**config.mk**
```make
export PLATFORM = sky130hd
export DESIGN_NAME = multi_needle_caseless_byte_matcher_top
export DESIGN_NICKNAME = d
export VERILOG_FILES = /design/src/rtl/mnm_pkg.sv /design/src/rtl/mnm_window.sv /design/src/rtl/mnm_compare.sv /design/src/rtl/multi_needle_caseless_byte_matcher_top.sv
export SDC_FILE = /design/constraint.sdc
export NUM_CORES = 1
export LEC_CHECK = 0
export BUFFER_PORTS_ARGS = -buffer_cell sky130_fd_sc_hd__buf_2
export CAP_MARGIN = 20
export CORE_MARGIN = 1
export CORE_UTILIZATION = 50
export CTS_BUF_LIST = sky130_fd_sc_hd__clkbuf_4
export DETAILED_ROUTE_END_ITERATION = 10
export PLACE_DENSITY_LB_ADDON = 0.1
export SLEW_MARGIN = 25
export SYNTH_ARGS = -nofsm -noshare
export SYNTH_HDL_FRONTEND = slang
export SYNTH_HIERARCHICAL = 1
export SYNTH_SLANG_ARGS = --single-unit
export TNS_END_PERCENT = 100
```
**constraint.sdc**
```tcl
create_clock -name clk -period 6.2 [get_ports clk]
set_input_delay 1.24 -clock clk [delete_from_list [all_inputs] [get_ports clk]]
set_output_delay 1.24 -clock clk [all_outputs]
set_load 0.02 [all_outputs]
```
**src/rtl/mnm_pkg.sv**
```systemverilog
`default_nettype none

package mnm_pkg;

    // Default sizing of the matcher.
    localparam int NEEDLES_DEF   = 4;
    localparam int MAX_LEN_DEF   = 8;

    // Fixed register layout.
    localparam int NEEDLE_REGS   = 4;
    localparam int NEEDLE_W      = 64;
    localparam int LENGTHS_W     = 16;
    localparam int LEN_W         = 4;
    localparam int COUNT_W       = 3;
    localparam int CFG_INDEX_W   = 3;
    localparam int CFG_DATA_W    = 64;
    localparam int HIT_IDX_W     = 2;

    // Register indexes.
    localparam logic [CFG_INDEX_W-1:0] CFG_NEEDLE_A = 3'd0;
    localparam logic [CFG_INDEX_W-1:0] CFG_NEEDLE_B = 3'd1;
    localparam logic [CFG_INDEX_W-1:0] CFG_NEEDLE_C = 3'd2;
    localparam logic [CFG_INDEX_W-1:0] CFG_NEEDLE_D = 3'd3;
    localparam logic [CFG_INDEX_W-1:0] CFG_LENGTHS  = 3'd4;
    localparam logic [CFG_INDEX_W-1:0] CFG_COUNT    = 3'd5;

    // ASCII case bounds.
    localparam logic [7:0] CHAR_UPPER_A = 8'h41;
    localparam logic [7:0] CHAR_UPPER_Z = 8'h5A;
    localparam logic [7:0] CASE_OFFSET  = 8'h20;

    // One input word.
    typedef struct packed {
        logic [7:0] data_byte;
        logic       first_byte;
    } in_word_t;

    // One result word.
    typedef struct packed {
        logic                 hit;
        logic [HIT_IDX_W-1:0] hit_needle;
        logic                 found;
    } out_word_t;

    // Control of the window stage.
    typedef struct packed {
        logic valid;
        logic first;
    } stage_ctl_t;

    // Result of the needle compare.
    typedef struct packed {
        logic                 hit;
        logic [HIT_IDX_W-1:0] which;
    } match_t;

    // Fold ASCII upper case letters to lower case.
    function automatic logic [7:0] fold(input logic [7:0] c);
        if (c >= CHAR_UPPER_A && c <= CHAR_UPPER_Z)
        begin
            return c + CASE_OFFSET;
        end
        return c;
    endfunction

endpackage

`default_nettype wire

```
**src/rtl/mnm_window.sv**
```systemverilog
`default_nettype none

module mnm_window #(
    parameter int MAX_LEN = mnm_pkg::MAX_LEN_DEF,
    parameter int SEEN_W  = $clog2(MAX_LEN + 1)
) (
    input  wire logic                    clk,
    input  wire logic                    rst_n,
    input  wire logic                    take,
    input  wire logic                    adv,
    input  wire mnm_pkg::in_word_t       in_word,
    output logic [MAX_LEN-1:0][7:0]      window,
    output logic [SEEN_W-1:0]            seen,
    output mnm_pkg::stage_ctl_t          ctl
);
    import mnm_pkg::*;

    logic [MAX_LEN-1:0][7:0] window_reg;
    logic [MAX_LEN-1:0][7:0] window_next;
    logic [SEEN_W-1:0]       seen_reg;
    logic [SEEN_W-1:0]       seen_next;
    logic                    valid_reg;
    logic                    first_reg;

    // Shift the folded byte in, after clearing on the first byte of a file.
    always_comb
    begin
        for (int j = MAX_LEN - 1; j > 0; j--)
        begin
            window_next[j] = in_word.first_byte ? 8'h00 : window_reg[j-1];
        end
        window_next[0] = fold(in_word.data_byte);
        if (in_word.first_byte)
        begin
            seen_next = SEEN_W'(1);
        end
        else if (seen_reg < SEEN_W'(MAX_LEN))
        begin
            seen_next = seen_reg + SEEN_W'(1);
        end
        else
        begin
            seen_next = seen_reg;
        end
    end

    // The window and fill count move only when a word is taken.
    always_ff @(posedge clk or negedge rst_n)
    begin
        if (!rst_n)
        begin
            window_reg <= '0;
            seen_reg   <= '0;
            valid_reg  <= 1'b0;
        end
        else
        begin
            if (take)
            begin
                window_reg <= window_next;
                seen_reg   <= seen_next;
                valid_reg  <= 1'b1;
            end
            else if (adv)
            begin
                valid_reg <= 1'b0;
            end
        end
    end

    // First-of-file mark travels with the word.
    always_ff @(posedge clk)
    begin
        if (take)
        begin
            first_reg <= in_word.first_byte;
        end
    end

    assign window    = window_reg;
    assign seen      = seen_reg;
    assign ctl.valid = valid_reg;
    assign ctl.first = first_reg;

endmodule

`default_nettype wire

```
**src/rtl/mnm_compare.sv**
```systemverilog
`default_nettype none

module mnm_compare #(
    parameter int SLOTS   = mnm_pkg::NEEDLE_REGS,
    parameter int MAX_LEN = mnm_pkg::MAX_LEN_DEF,
    parameter int SEEN_W  = $clog2(MAX_LEN + 1)
) (
    input  wire logic [MAX_LEN-1:0][7:0]                window,
    input  wire logic [SEEN_W-1:0]                      seen,
    input  wire logic [SLOTS-1:0][mnm_pkg::NEEDLE_W-1:0] needles,
    input  wire logic [mnm_pkg::LENGTHS_W-1:0]          lengths,
    input  wire logic [mnm_pkg::COUNT_W-1:0]            count,
    output mnm_pkg::match_t                             match
);
    import mnm_pkg::*;

    logic [SLOTS-1:0] ends_here;

    // Every needle is checked against the window in parallel.
    always_comb
    begin
        logic [LEN_W-1:0] len;
        logic [LEN_W-1:0] pos;
        logic             ok;
        for (int k = 0; k < SLOTS; k++)
        begin
            len = lengths[LEN_W*k +: LEN_W];
            ok  = (len != '0) && (len <= LEN_W'(MAX_LEN))
                  && (LEN_W'(seen) >= len) && (COUNT_W'(k) < count);
            for (int j = 0; j < MAX_LEN; j++)
            begin
                // Window entry j holds needle byte len-1-j.
                pos = len - LEN_W'(j) - LEN_W'(1);
                if (LEN_W'(j) < len)
                begin
                    if (window[j] != fold(needles[k][8*pos[2:0] +: 8]))
                    begin
                        ok = 1'b0;
                    end
                end
            end
            ends_here[k] = ok;
        end
    end

    // Lowest-numbered needle wins.
    always_comb
    begin
        match.hit   = 1'b0;
        match.which = '0;
        for (int k = SLOTS - 1; k >= 0; k--)
        begin
            if (ends_here[k])
            begin
                match.hit   = 1'b1;
                match.which = HIT_IDX_W'(k);
            end
        end
    end

endmodule

`default_nettype wire

```
**src/rtl/multi_needle_caseless_byte_matcher_top.sv**
```systemverilog
`default_nettype none

// Caseless multi-needle byte matcher. Each accepted word carries one file byte and a
// first-of-file mark; each produces one result word telling whether an active needle
// ends at that byte, the lowest such needle, and a flag that stays set once any needle
// has matched in the current file. A new word is taken every cycle while in_stall is
// low; a taken byte is held in the window shift register while the parallel needle
// compare feeds the output register, which loads when it is empty or not stalled.
// Needles must be written through the configuration port while the stream is idle;
// the block itself does not enforce this.
module multi_needle_caseless_byte_matcher_top #(
    parameter int NEEDLES = mnm_pkg::NEEDLES_DEF,
    parameter int MAX_NEEDLE_LEN = mnm_pkg::MAX_LEN_DEF
) (
    input  wire logic                              clk,
    input  wire logic                              rst_n,
    input  wire logic                              in_valid,
    output logic                                   in_stall,
    input  wire mnm_pkg::in_word_t                 in_word,
    output logic                                   out_valid,
    input  wire logic                              out_stall,
    output mnm_pkg::out_word_t                     out_word,
    input  wire logic                              cfg_we,
    input  wire logic [mnm_pkg::CFG_INDEX_W-1:0]   cfg_index,
    input  wire logic [mnm_pkg::CFG_DATA_W-1:0]    cfg_data
);
    import mnm_pkg::*;

    localparam int SLOTS  = (NEEDLES < NEEDLE_REGS) ? NEEDLES : NEEDLE_REGS;
    localparam int SEEN_W = $clog2(MAX_NEEDLE_LEN + 1);

    logic [SLOTS-1:0][NEEDLE_W-1:0] needle_reg;
    logic [LENGTHS_W-1:0]           lengths_reg;
    logic [COUNT_W-1:0]             count_reg;

    logic [MAX_NEEDLE_LEN-1:0][7:0] window;
    logic [SEEN_W-1:0]              seen;
    stage_ctl_t                     ctl;
    match_t                         match;

    logic      take;
    logic      adv;
    logic      found_reg;
    logic      found_next;
    logic      out_valid_reg;
    out_word_t out_word_reg;

    // Configuration registers; indexes past the list are ignored.
    always_ff @(posedge clk or negedge rst_n)
    begin
        if (!rst_n)
        begin
            needle_reg  <= '0;
            lengths_reg <= '0;
            count_reg   <= '0;
        end
        else if (cfg_we)
        begin
            for (int k = 0; k < SLOTS; k++)
            begin
                if (cfg_index == CFG_NEEDLE_A + CFG_INDEX_W'(k))
                begin
                    needle_reg[k] <= cfg_data;
                end
            end
            if (cfg_index == CFG_LENGTHS)
            begin
                lengths_reg <= cfg_data[LENGTHS_W-1:0];
            end
            if (cfg_index == CFG_COUNT)
            begin
                count_reg <= cfg_data[COUNT_W-1:0];
            end
        end
    end

    // Handshake: the window stage empties whenever the output register can load.
    assign adv      = !out_valid_reg || !out_stall;
    assign take     = in_valid && !in_stall;
    assign in_stall = ctl.valid && !adv;

    mnm_window #(
        .MAX_LEN (MAX_NEEDLE_LEN),
        .SEEN_W  (SEEN_W)
    ) u_window (
        .clk     (clk),
        .rst_n   (rst_n),
        .take    (take),
        .adv     (adv),
        .in_word (in_word),
        .window  (window),
        .seen    (seen),
        .ctl     (ctl)
    );

    mnm_compare #(
        .SLOTS   (SLOTS),
        .MAX_LEN (MAX_NEEDLE_LEN),
        .SEEN_W  (SEEN_W)
    ) u_compare (
        .window  (window),
        .seen    (seen),
        .needles (needle_reg),
        .lengths (lengths_reg),
        .count   (count_reg),
        .match   (match)
    );

    // Sticky flag restarts with each file and includes the current byte.
    assign found_next = (ctl.first ? 1'b0 : found_reg) | match.hit;

    always_ff @(posedge clk or negedge rst_n)
    begin
        if (!rst_n)
        begin
            out_valid_reg <= 1'b0;
            found_reg     <= 1'b0;
        end
        else if (adv)
        begin
            out_valid_reg <= ctl.valid;
            if (ctl.valid)
            begin
                found_reg <= found_next;
            end
        end
    end

    // Result register.
    always_ff @(posedge clk)
    begin
        if (adv && ctl.valid)
        begin
            out_word_reg.hit        <= match.hit;
            out_word_reg.hit_needle <= match.which;
            out_word_reg.found      <= found_next;
        end
    end

    assign out_valid = out_valid_reg;
    assign out_word  = out_word_reg;

endmodule

`default_nettype wire

```
==> metrics.md, run 1 <==
| Metric | Value |
|---|---|
| Status | finished clean |
| CP arrival | about 6.7 ns |
| Via count | 29,210 |
| RSZ-0062 raised after global routing | no |
| Post-CTS Setup Bufs | 0 |
| First-pass GRT wire length | around 210,000 um |
| Initial antenna violation count | 19 |
| Gr usage total | 0.423 |
| Worst reg2reg path depth | 15 |
| Hold Buf Count CTS | 0 |
| Vias per std cell | between 7 and 8 |
| Top layer in use | met5 |
| Startpoint types | flip-flop |
| Worst Skew | between 0.08 and 0.09 ns |
| Final cell count without fillers | 4,043 |
| Die Y | between 200 and 300 um |
| Die area | slightly below 0.07 mm2 |
| Max reg flops | roughly 260 |
| Synth area leader | dfrtp_1 |
| Peak VDD IR | 0.000262 V |
| Vias in the first global route | about 28,000 |
| Avg WL per Cell | 36.4 um |
| Remaining antenna violation count | 0 |
| Placed cell count | approximately 3,900 |
| #FFs+latches synth | about 350 |
| Worst-path clk slew | roughly 0.070 ns |
| Crit path capture type | flip-flop |
| # IOs | 87 |
| Area contributors post-synth | dfrtp_1 25%, mux4_2 20%, mux2_2 11% |
| Root buffer cell | clkbuf_4 |
| Post-synth EDFFs | 5 |
| Critical path startpoint | lengths_reg[8]$_DFFE_PN0P_ |
| CTS buffer count | between 90 and 100 |
| Synth Net Count | between 3,000 and 4,000 |
| Flop2flop setup slack | just under 0.4 ns |
| HPWL after DPL | between 100,000 and 150,000 um |
| Worst hold margin | ~0.39 ns |
| R2r endpoint | found_reg$_DFFE_PN0P_ |
| Pre-CTS WS | approximately 0.54 ns |
| Fmax | 172 MHz |
| Tmin final | about 5.8 ns |
| WL met3 | about 18,000 um |
| H-tree depth | 3 |
| Port Buf Inserts | 86 |
| Row cnt | 95 |
| Largest net degree at the start of global routing | 129 |
| Setup WS post-layout | around 0.39 ns |
| Worst Path Max Fanout | a little under 60 |
| Final Cycle Share | 0.937 |
| Final instance area | 0.0363 mm2 |
| Fin util | 0.538 |
| Ys async rst share | 0.986 |
| Synth top area share | 0.253 |
| Setup TNS | 0 ns |
| Wl on met1 | around 56,000 um |
| Core area | between 0.06 and 0.07 mm2 |
| Post-Syn Instances | just over 3,000 |
| # DRC | 0 |
| Reg2reg start | lengths_reg[8]$_DFFE_PN0P_ |
| Syn_area_per_cell | ~11 um2 |
| Register area share after synthesis | 0.258 |
| CTS Sinks | roughly 350 |
| Placed cell area | approximately 0.035 mm2 |
| Power Density | 471 mW/mm2 |
| Final setup viols | 0 |
| Violation count after the first detailed-route iteration | roughly 3,800 |
| Cell variety after synth | around 100 |
| Slew @ Worst Pin | about 1.1 ns |
| Hold Crit Class | in -> async |
| Area delta synth->final | 6.16% |
| Fraction of final layout cells sized beyond drive strength 1 | 0.310 |
| Nets | around 3,200 |
| Cts repair resizes | 0 |
| Total power | 17.1 mW |
| Main synth FF type | dfrtp_1 |
| Clock latency at the later pin of the worst-skew pair | around 0.93 ns |
| Max clock buf depth | 3 |
| Max_slew headroom | 0.263 |
| Fin. Hold Viols | 0 |
| Leak pwr | between 10 and 15 nW |
| Metal2 WL | just over 60,000 um |
| Overflow after GRT | 0 |
| Drt first pass iters | 7 |
| Synthesized area | 0.0342 mm2 |
| Required time of the critical path | between 7 and 8 ns |
| Setup CP Type | reg -> reg |
| CTS tree | yes |
| Die X | about 260 um |
| Placer Congestion | 0.979 |
| Synth warnings | 6 |
| Routed wire length | 147,000 um |
| Max-Cap Viols | 0 |
| Max-slew violations | 0 |
| Initial Util | 0.507 |
critical path, stage by stage (launching register included):
cell,delay (ns)
dfrtp_4,0.58
inv_1,0.14
ha_4,0.85
buf_4,0.38
mux4_2,0.44
nor3b_1,0.37
o211ai_1,0.17
a21oi_1,0.23
mux2i_1,0.21
nand4_1,0.27
a2111oi_0,0.69
o221ai_1,0.65
buf_4,0.34
o21ai_0,0.10
or2_1,0.19
a22o_1,0.14
Yosys cell counts, types with 10 or more instances:
| cell type | number |
|---|---|
| nor2b_1 | 21 |
| dfrtp_1 | 346 |
| a21oi_1 | 88 |
| buf_1 | 15 |
| nor2_1 | 112 |
| o21ai_0 | 88 |
| buf_6 | 23 |
| a31oi_1 | 18 |
| nor3_1 | 105 |
| nor4_1 | 30 |
| and2_1 | 11 |
| and3_1 | 10 |
| mux4_2 | 310 |
| a21o_1 | 15 |
| a2111oi_0 | 15 |
| xnor2_1 | 152 |
| nand2b_1 | 21 |
| or4_1 | 10 |
| mux2i_1 | 270 |
| a211oi_1 | 26 |
| ha_1 | 66 |
| nand2_1 | 187 |
| or3_1 | 54 |
| nand3_1 | 51 |
| nand4_1 | 23 |
| buf_4 | 26 |
| o31ai_1 | 20 |
| o2111ai_1 | 12 |
| mux4_1 | 18 |
| clkbuf_1 | 66 |
| xor2_1 | 128 |
| mux2_2 | 330 |
| inv_1 | 105 |
| buf_2 | 76 |
| o211ai_1 | 11 |
| nand3b_1 | 10 |
| nor3b_1 | 12 |
worst max path at each step:
stage / end / slack, ns
after floorplan: out_word[0]$_DFFE_PP_ / 1.05
after global placement: out_word[0]$_DFFE_PP_ / 0.64
after detailed placement: out_word[0]$_DFFE_PP_ / 0.54
after CTS: out_word[0]$_DFFE_PP_ / 0.58
after global routing: out_word[0]$_DFFE_PP_ / 0.17
final: found_reg$_DFFE_PN0P_ / 0.39
cell usage in the layout (no fill, tap or decap), drive strengths merged, types with 11 or more instances in the layout:
cell     netlist  routed
dfrtp        346     346
mux2         335     335
mux4         328     328
mux2i        270     270
nand2        187     187
xnor2        153     153
buf          142     149
clkbuf        72     133
xor2         128     128
nor2         112     112
inv          111     112
nor3         107     107
o21ai         95      95
a21oi         88      88
ha            66      66
or3           54      54
nand3         51      51
clkinv         1      34
nor4          32      32
a211oi        26      26
nand4         23      23
nand2b        21      21
nor2b         21      21
o31ai         20      20
a31oi         18      18
a2111oi       18      18
a21o          15      15
o2111ai       12      12
nor3b         12      12
and2          11      11
o211ai        11      11
or4           11      11
power breakdown:
part	switching [mW]	internal (mW)	leakage [nW]	total (mW)
registers	1.30	2.73	4.29	4.03
clock network	1.10	0.991	0.690	2.10
logic	5.86	5.10	9.68	11.0
total	8.26	8.82	14.7	17.1
logic make-up (layout without fill, tap and decap cells):
group,count (synthesis),after routing,synth area share
xor+xnor,288,288,0.0769
fa+ha+maj,66,66,0.0242
simple gates,695,695,0.105
flops,351,351,0.258
other cells,0,9,0
compound gates,398,398,0.0797
buf+inv,326,430,0.0491
mux,933,933,0.408
routing by layer:
| metal | up-vias | global-route usage |
|---|---|---|
| met1 | 14868 | 0.559 |
| met3 | 423 | 0.137 |
| met5 | - | 0 |
| met4 | 10 | 0.266 |
| met2 | 1961 | 0.599 |
| li1 | 11948 | - |
cell type report:
cell class	count	area (um2)
Antenna cell	9	22.5
Multi-Input combinational cell	2380	23800
Fill cell	5933	31100
Inverter	112	420
Sequential cell	351	8830
Tap cell	873	1090
Clock buffer	133	998
Clock inverter	36	161
Timing Repair Buffer	149	976
Note: power is estimated with default switching activity, not from simulation.
==> inputs of run 2 (changes only) <==
--- a/config.mk
+++ b/config.mk
@@ -7,11 +7,11 @@
 export LEC_CHECK = 0
 export BUFFER_PORTS_ARGS = -buffer_cell sky130_fd_sc_hd__buf_2
 export CAP_MARGIN = 20
-export CORE_MARGIN = 1
 export CORE_UTILIZATION = 50
 export CTS_BUF_LIST = sky130_fd_sc_hd__clkbuf_4
 export DETAILED_ROUTE_END_ITERATION = 10
 export PLACE_DENSITY_LB_ADDON = 0.1
+export REMOVE_ABC_BUFFERS = 1
 export SLEW_MARGIN = 25
 export SYNTH_ARGS = -nofsm -noshare
 export SYNTH_HDL_FRONTEND = slang
==> run 2 against run 1 <==
Compared with the run above:
- largest power group unchanged
- register-to-register slack gained 0.22 ns
- worst hold slack lost 0.019 ns
- sequential power shrank 2%
- die area is the same
- combinational power is essentially flat
- sequential share of layout area is essentially flat
- non-clock buffer count shrank 5
- global-route usage shrank 3.8 points
- final cell count shrank 0.30%
- via count shrank 1.5%
- clock skew shrank 0.036 ns
- sequential cell count is the same
==> metrics.md, run 2 (synthesized netlist as in run 1, its figures left out) <==
| Metric | Value |
|---|---|
| Peak VDD IR | 0.000237 V (was 0.000262 V) |
| Clock latency at the later pin of the worst-skew pair | 0.90 ns (was 0.93 ns) |
| Placer Congestion | 1.00 (was 0.979) |
| First-pass GRT wire length | 193,000 um (was 207,000 um) |
| Power Density | 479 mW/mm2 (was 471 mW/mm2) |
| Pre-CTS WS | 0.722 ns (was 0.540 ns) |
| Max-Cap Viols | 0 (unchanged) |
| Status | finished clean (unchanged) |
| CTS buffer count | 98 (was 99) |
| Remaining antenna violation count | 0 (unchanged) |
| Final setup viols | 0 (unchanged) |
| Worst hold margin | 0.369 ns (was 0.388 ns) |
| Most common cell after layout, fill and taps aside | dfrtp_1 (unchanged) |
| Overflow after GRT | 0 (unchanged) |
| Die area | 0.0694 mm2 (unchanged) |
| Vias in the first global route | 26,499 (was 27,653) |
| Flop2flop setup slack | 0.61 ns (was 0.39 ns) |
| Fin util | 0.538 (about the same) |
| Row cnt | 95 (unchanged) |
| CTS tree | yes (unchanged) |
| RSZ-0062 raised after global routing | no (unchanged) |
| Max-slew violations | 0 (unchanged) |
| Hold Crit Class | in -> async (unchanged) |
| Setup TNS | 0 ns (unchanged) |
| Worst Skew | 0.0479 ns (was 0.0840 ns) |
| Port Buf Inserts | 86 (unchanged) |
| Reg2reg start | lengths_reg[0]$_DFFE_PN0P_ (was lengths_reg[8]$_DFFE_PN0P_) |
| Final cell count without fillers | 4,031 (was 4,043) |
| Initial Util | 0.507 (unchanged) |
| Vias per std cell | 7.14 (was 7.22) |
| Via count | 28,777 (was 29,210) |
| Max clock buf depth | 3 (unchanged) |
| Drt first pass iters | 6 (was 7) |
| HPWL after DPL | 104,000 um (about the same) |
| Setup WS post-layout | 0.609 ns (was 0.392 ns) |
| Setup CP Type | reg -> reg (unchanged) |
| Leak pwr | 14.7 nW (about the same) |
| Fin. Hold Viols | 0 (unchanged) |
| Fmax | 179 MHz (was 172 MHz) |
| Max_slew headroom | 0.237 (was 0.263) |
| Crit path capture type | flip-flop (unchanged) |
| Worst Path Max Fanout | 53 (was 58) |
| Cts repair resizes | 0 (unchanged) |
| Max reg flops | 256 (unchanged) |
| Slew @ Worst Pin | 1.14 ns (was 1.10 ns) |
| Startpoint types | flip-flop (unchanged) |
| Post-CTS Setup Bufs | 0 (unchanged) |
| Largest net degree at the start of global routing | 130 (was 129) |
| Hold Buf Count CTS | 0 (unchanged) |
| R2r endpoint | out_word[0]$_DFFE_PP_ (was found_reg$_DFFE_PN0P_) |
| Core area | 0.0674 mm2 (unchanged) |
| Area delta synth->final | 6.05% (was 6.16%) |
| Final Cycle Share | 0.902 (was 0.937) |
| Required time of the critical path | 6.83 ns (was 7.05 ns) |
| Initial antenna violation count | 7 (was 19) |
| Placed cell count | 3,860 (was 3,864) |
| Tmin final | 5.59 ns (was 5.81 ns) |
| # DRC | 0 (unchanged) |
| Violation count after the first detailed-route iteration | 3,610 (was 3,820) |
| Worst reg2reg path depth | 15 (unchanged) |
| Routed wire length | 134,000 um (was 147,000 um) |
| Nets | 3,234 (was 3,240) |
| H-tree depth | 3 (unchanged) |
| CTS Sinks | 351 (unchanged) |
| Avg WL per Cell | 33.3 um (was 36.4 um) |
| Gr usage total | 0.385 (was 0.423) |
| CP arrival | 6.22 ns (was 6.66 ns) |
| # IOs | 87 (unchanged) |
| Worst-path clk slew | 0.09 ns (was 0.07 ns) |
| Fraction of final layout cells sized beyond drive strength 1 | 0.311 (was 0.310) |
| Most frequent cells in the layout | 339 x dfrtp_1, 330 x mux2_2, 310 x mux4_2, 270 x mux2i_1, 187 x nand2_1 (unchanged) |
| Die X | 263 um (unchanged) |
| Die Y | 263 um (unchanged) |
| Root buffer cell | clkbuf_4 (unchanged) |
==> run 2: cell count changes in the layout (fill, tap and decap cells not counted), sizes merged <==
cell,previous run,this run
clkinv,34,30
clkbuf,133,136
clkinvlp,2,1
buf,149,144
diode,9,4
==> run 2: layout make-up <==
cell class | instances | area [um2]
Antenna cell | 4 | 10.0
Clock buffer | 136 | 1020
Clock inverter | 31 | 146
Fill cell | 5925 | 31200
Inverter | 112 | 420
Multi-Input combinational cell | 2380 | 23800
Sequential cell | 351 | 8830
Tap cell | 873 | 1090
Timing Repair Buffer | 144 | 926
==> run 2: metrics by stage <==
stage                     instance area [um2]  power [mW]
after floorplan                         32900        11.7
after global placement                  35000        14.7
after detailed placement                35000        14.9
after CTS                               36200        17.0
after global routing                    36200        18.3
final                                   36200        17.3
==> run 2: power breakdown <==
part | internal [mW] | switching, mW
registers | 2.73 | 1.21
clock network | 1.01 | 1.09
logic | 5.10 | 6.20
==> run 2: metal layers <==
metal,track usage,routed length (um)
met1,0.560,56700
met2,0.549,56700
met3,0.0919,14600
met4,0.153,6170
met5,0.00693,41
==> run 2: worst max path at each step <==
stage,start,endpoint,slack (ns)
global placement,lengths_reg[0]$_DFFE_PN0P_,out_word[0]$_DFFE_PP_,0.77
detailed placement,lengths_reg[0]$_DFFE_PN0P_,out_word[0]$_DFFE_PP_,0.72
floorplan,lengths_reg[8]$_DFFE_PN0P_,out_word[0]$_DFFE_PP_,-2.35
CTS,lengths_reg[0]$_DFFE_PN0P_,out_word[0]$_DFFE_PP_,0.67
finish,lengths_reg[0]$_DFFE_PN0P_,out_word[0]$_DFFE_PP_,0.61
global route,lengths_reg[4]$_DFFE_PN0P_,out_word[0]$_DFFE_PP_,0.30
==> run 2: worst max-delay path, cell delays in order (launching register included) <==
cell and delay [ns]:
dfrtp_4 0.77, inv_1 0.47, ha_4 0.92, buf_4 0.38
mux4_2 0.39, nand2_1 0.09, nor2_1 0.07, o32a_1 0.37
nor3_1 0.28, nor3_1 0.09, o221ai_1 0.27, a21oi_1 0.12
o2111ai_1 0.49, o21ai_2 0.13, or2_1 0.28, a21o_1 0.17
